==> src/rtl/lge_pkg.sv <==
// ============================================================================
// lge_pkg
// Shared widths, codes, reset values and controller/datapath structs for the
// life grid engine.
// ============================================================================
package lge_pkg;

    localparam int CFG_W     = 7;
    localparam int CFG_IDX_W = 1;
    localparam int OP_W      = 2;
    localparam int COORD_W   = 6;

    localparam int DEF_MAX_WIDTH  = 64;
    localparam int DEF_MAX_HEIGHT = 64;

    // configuration register indexes
    localparam logic [CFG_IDX_W-1:0] CFG_GRID_WIDTH  = 1'b0;
    localparam logic [CFG_IDX_W-1:0] CFG_GRID_HEIGHT = 1'b1;

    localparam logic [CFG_W-1:0] GRID_WIDTH_RST  = 7'd64;
    localparam logic [CFG_W-1:0] GRID_HEIGHT_RST = 7'd64;

    // operation codes (any other code reads)
    localparam logic [OP_W-1:0] OP_SET     = 2'd0;
    localparam logic [OP_W-1:0] OP_ADVANCE = 2'd1;

    // controller -> datapath
    typedef struct packed {
        logic take;         // latch the accepted transaction
        logic clear_step;   // write one zero row of the clearing pass
        logic sweep_step;   // one row step of a generation sweep
        logic cell_read;    // read the row of the addressed cell
        logic cell_modify;  // update addressed row, form the result
        logic out_load;     // move the result into the output register
    } lge_cmd_t;

    // datapath -> controller
    typedef struct packed {
        logic clear_last;
        logic sweep_last;
    } lge_stat_t;

endpackage

==> src/rtl/lge_ctrl.sv <==
// ============================================================================
// lge_ctrl
// Sequencer: clearing pass, generation sweep, cell access, result handoff.
// ============================================================================
module lge_ctrl import lge_pkg::*;
(
    input  logic      clk,
    input  logic      rst_n,
    input  logic      in_valid,
    input  logic      in_advance,
    output logic      in_ready,
    output logic      out_valid,
    input  logic      out_ready,
    output lge_cmd_t  cmd,
    input  lge_stat_t stat
);

    typedef enum logic [5:0] {
        ST_CLEAR  = 6'b000001,
        ST_IDLE   = 6'b000010,
        ST_SWEEP  = 6'b000100,
        ST_READ   = 6'b001000,
        ST_MODIFY = 6'b010000,
        ST_DONE   = 6'b100000
    } state_t;

    state_t state_reg, state_next;
    logic   out_valid_reg, out_valid_next;

    always_comb
    begin
        state_next = state_reg;
        cmd        = '0;
        unique case (state_reg)
            ST_CLEAR:
            begin
                cmd.clear_step = 1'b1;
                if (stat.clear_last)
                begin
                    state_next = ST_IDLE;
                end
            end
            ST_IDLE:
            begin
                if (in_valid)
                begin
                    cmd.take   = 1'b1;
                    state_next = in_advance ? ST_SWEEP : ST_READ;
                end
            end
            ST_SWEEP:
            begin
                cmd.sweep_step = 1'b1;
                if (stat.sweep_last)
                begin
                    state_next = ST_READ;
                end
            end
            ST_READ:
            begin
                cmd.cell_read = 1'b1;
                state_next    = ST_MODIFY;
            end
            ST_MODIFY:
            begin
                cmd.cell_modify = 1'b1;
                state_next      = ST_DONE;
            end
            ST_DONE:
            begin
                if (!out_valid_reg || out_ready)
                begin
                    cmd.out_load = 1'b1;
                    state_next   = ST_IDLE;
                end
            end
            default:
            begin
                state_next = ST_IDLE;
            end
        endcase
    end

    always_comb
    begin
        out_valid_next = out_valid_reg;
        if (cmd.out_load)
        begin
            out_valid_next = 1'b1;
        end
        else if (out_ready)
        begin
            out_valid_next = 1'b0;
        end
    end

    assign in_ready  = (state_reg == ST_IDLE);
    assign out_valid = out_valid_reg;

    always_ff @(posedge clk or negedge rst_n)
    begin
        if (!rst_n)
        begin
            state_reg     <= ST_CLEAR;
            out_valid_reg <= 1'b0;
        end
        else
        begin
            state_reg     <= state_next;
            out_valid_reg <= out_valid_next;
        end
    end

endmodule

==> config.mk <==
export PLATFORM = sky130hd
export DESIGN_NAME = lge_ctrl
export DESIGN_NICKNAME = d
export VERILOG_FILES = /design/src/rtl/lge_pkg.sv /design/src/rtl/lge_ctrl.sv
export SDC_FILE = /design/constraint.sdc
export NUM_CORES = 1
export LEC_CHECK = 0
export ABC_AREA = 1
export ABC_CLOCK_PERIOD_IN_PS = 1000
export BUFFER_PORTS_ARGS = -buffer_cell sky130_fd_sc_hd__buf_4
export CORE_AREA = 2 2 39 41
export DETAILED_ROUTE_END_ITERATION = 12
export DIE_AREA = 0 0 41 43
export PLACE_DENSITY = 0.65
export SYNTH_ARGS = -nofsm -noshare
export SYNTH_HDL_FRONTEND = slang
export SYNTH_SLANG_ARGS = --single-unit
==> constraint.sdc <==
create_clock -name clk -period 1 [get_ports clk]
set_input_delay 0.2 -clock clk [delete_from_list [all_inputs] [get_ports clk]]
set_output_delay 0.2 -clock clk [all_outputs]
set_load 0.1 [all_outputs]
**Word-level counts from Yosys, hierarchy flattened**

Cells that the tools add are included.

- Register bits after elaboration: 7
- Latch bits: 0
- Memory bits (writable): 0
- ROM bits: 0
- Output and inout port bits: 8
- Memories kept: 0

- $add $sub $neg: 0
- $mul: 0
- Div/mod/pow operators: 0
- $lt $le $gt $ge: 0
- Equality and inequality tests: 10
- Shift operators: 0
- Mux-type cells: 16
- Bitwise gates (word level): 0
- Reduce and logical (&&, ||, !) cells: 4

Operators by type and width:

| kind | number |
|---|---|
| $pmux W6 S6 | 1 |
| $mux W6 | 4 |
| $mux W1 | 10 |
| $ne A2 B2 Y1 const B | 4 |
| $eq A6 B1 Y1 const B | 1 |
| $eq A6 B2 Y1 const B | 1 |
| $eq A6 B3 Y1 const B | 1 |
| $eq A6 B4 Y1 const B | 1 |
| $eq A6 B5 Y1 const B | 1 |
| $eq A6 B6 Y1 const B | 1 |
| $mux W4 | 1 |
| $reduce_and A4 Y1 | 1 |
| $reduce_bool A2 Y1 | 1 |
| $logic_not A1 Y1 | 1 |
| $logic_or A1 B1 Y1 | 1 |

**Logic depth before layout (Yosys ltp)**

- Word-level depth: 5
- Mapped depth: 7
- Depth with buffers taken out: 7

**Worst setup path after synthesis**

OpenSTA, ideal clock, no wires.

- Kind: register to output
- From: register state_reg[5]
- To: output cmd[5] (netlist bit)
- Arrival time: 1932 ps
- Data required time: 800 ps
- Path slack: -1132 ps
- Cell stages (with the launch flop): 4
- Buffers on the path: 0
- Path through: dfrtp_1 > nor2_4 > nand3_2 > nor2_1

RTL lines:

| item | RTL line | source |
|---|---|---|
| start: declaration | lge_ctrl.sv:27 | `state_t state_reg, state_next;` |
| start signal: assignment | lge_ctrl.sv:109 | `state_reg <= state_next;` |
| end: declaration | lge_ctrl.sv:14 | `output lge_cmd_t cmd,` |

==> results.yml <==
final_layout:
  final_common_cell: "buf_4"
  largest_reg_flops: 6
  finish.utilization: 0.684
  diodes: 0
  final_nets: 104
  area_delta_synth_final_pct: 116
  drive_above_1_share: 0.677
  fill_cells: 112
  final_cell_count_no_fill: 112
  layout_common_cells: "17 x buf_4, 9 x nor2_4, 9 x buf_6"
  final_area_um2: 947
sta:
  max_freq_mhz: 631
  hold_viol: 0
  slew_headroom: 0.842
  period_share: 1.59
  setup_ws_ns: -0.585
  setup_viol: 14
  fin_worst_skew_ns: 0.00122
  max_slew.worst_pin.slew_ns: 0.236
  period_needed_ns: 1.59
  whs_ns: 0.148
  finalSetupTns_ns: -5.53
  maxSlewViolCount: 0
  rsz0062_at_grt: "yes"
yosys:
  synthMuxAreaShare: 0
  synth.distinct_cells: 17
  syn_area_per_cell_um2: 7.42
  synth_warnings: 0
  syn-num-nets: 66
  syn_area_um2: 438
  yosysSeqAreaShare: 0.403
  netlist_instances: 59
  synth-xor-area-share: 0
  synthSimpleGateAreaFrac: 0.434
  ys_ff_latch: 7
  synth_compound_area_frac: 0.0343
  synth_fa_ha_area_frac: 0
  synth_top_family_by_area: "simple AND/OR/NAND/NOR gates"
global_route:
  antenna_found_initial: 0
  grt.overflow.total: 0
  grt_pass1_vias: 520
  grt_pass1_wl_um: 2180
  track_usage: 0.194
  grt_max_degree: 8
place:
  pre_cts_slack_ns: -0.415
  placed_area_um2: 711
  dp_hpwl_um: 830
  port_buffers: 14
  routabilityCongestion: 0.721
  placedCellCount: 102
min_path:
  min_path_type: "input port to flop"
route:
  drt-wirelength-per-cell_um: 12.8
  wl_um: 1430
  drt_first_pass_iters: 4
  drc_errors: 0
  ant_nets: 0
  drt_iter0_markers: 7
  viasPerCell: 4.68
  num_vias: 524
worst_setup_path:
  start_kind: "flop"
  required_ns: 0.80
  cp_max_fo: 5
  end_kind: "output port"
  worst-setup-path-type: "flop to output port"
  arrival_ns: 1.39
power:
  vdd_drop_max_v: 0.00236
  comb_power_share: 0.769
  total_power_mw: 3.14
  netSwitchingPower_mw: 1.61
  cellLeakagePower_nw: 0.457
  clkPwrFrac: 0.087
  power.density_mw_per_mm2: 3310
  switching_share: 0.513
  internal_power_mw: 1.53
  seq_power_share: 0.144
floorplan:
  fp.dieArea_mm2: 0.00176
  die_y_um: 43
  io_pins: 15
  die_width_um: 41
  fp-row-count: 14
  start_util: 0.316
  coreArea_mm2: 0.00138
clock_tree:
  cts_buffer_depth: 2
  cts_tree: "built"
  insertion_delay_ns: 0.26
  cts_made_buffers: 3
  clk_pin_slew_ns: 0.06
  ctsHtreeMaxLevel: 1
  root_buffer: "clkbuf_4"
  clock-sinks: 7
run_status:
  status: "finished with violations"
  violations: "negative setup slack"
run:
  max_cap_violations: 0
==> final timing paths <==
| check | start | endpoint | slack (ns) | cells after the start |
|---|---|---|---|---|
| hold reg to reg | out_valid$_DFFE_PN0P_ | out_valid$_DFFE_PN0P_ | 0.65 | 2 |
| max in group asynchronous | rst_n | state_reg[0]$_DFFE_PN1P_ | 0.50 | 2 |
| min in group asynchronous | rst_n | state_reg[2]$_DFFE_PN0P_ | 0.29 | 2 |
| setup / recovery | state_reg[1]$_DFFE_PN0P_ | cmd[1] | -0.59 | 4 |
| hold / removal | out_ready | out_valid$_DFFE_PN0P_ | 0.15 | 2 |
| setup reg to reg | state_reg[0]$_DFFE_PN1P_ | state_reg[2]$_DFFE_PN0P_ | -0.43 | 9 |
==> layer usage <==
layer / vias up / wire length (µm) / global-route usage / part of all wire
li1: 256 / - / - / -
met3: 4 / 44 / 0.0366 / 0.031
met5: - / 0 / 0 / 0
met1: 246 / 577 / 0.213 / 0.40
met4: 0 / 51 / 0.173 / 0.036
met2: 18 / 762 / 0.294 / 0.53
==> power by group through the flow <==
stage          Sequential, mW  Combinational [mW]  Clock, mW
2_1_floorplan           0.468                1.25          0
3_3_place_gp            0.441                1.80          0
3_5_place_dp            0.444                1.81          0
4_1_cts                 0.444                2.32      0.274
5_1_grt                 0.461                2.54      0.289
6_report                0.453                2.41      0.272
==> synthesized netlist by cell type <==
library cell   n  share of area
nand2_1        9          0.077
nand4_1        5          0.071
nor3_2         1          0.023
nor2_1         9          0.077
dfstp_2        1          0.060
o21ai_0        1          0.011
nand3_1        1          0.011
and3_1         1          0.014
nand3_2        1          0.023
buf_4          1          0.017
nor2_2         5          0.071
nor2_4         2          0.051
clkinv_1       1         0.0086
inv_1         12           0.10
dfrtp_1        6           0.34
a21oi_1        2          0.023
nand2_2        1          0.014
==> cell families (layout without fill, tap and decap cells) <==
family | after synthesis | count (layout)
and+or+nand+nor | 35 | 35
DFF | 7 | 7
buffers and inverters | 14 | 51
AOI/OAI and AO/OA | 3 | 3
==> worst max-delay path, cell delays in order, from the launching register on <==
cell,delay [ns]
dfrtp_1,0.42
nor2_4,0.20
nand4_1,0.20
clkinvlp_4,0.14
buf_12,0.17
==> layout make-up <==
| type | instances | area (µm²) | area share |
|---|---|---|---|
| clock buffers | 4 | 26.3 | 0.0277 |
| repair buffers | 34 | 379 | 0.400 |
| multi-input cells | 38 | 284 | 0.300 |
| well taps | 16 | 20.0 | 0.0211 |
| flip-flops and latches | 7 | 180 | 0.190 |
| inverters | 13 | 57.6 | 0.0608 |
==> repair_timing <==
action / CTS / global route
pin swaps: 10 / 11
endpoints found under the hold margin: 7 / 0
setup endpoints to repair: 14 / 15
hold buffers: 1 / 0
buffers inserted: 9 / 3
resized for setup: 36 / 9
Power figures use the tool's default switching activity.
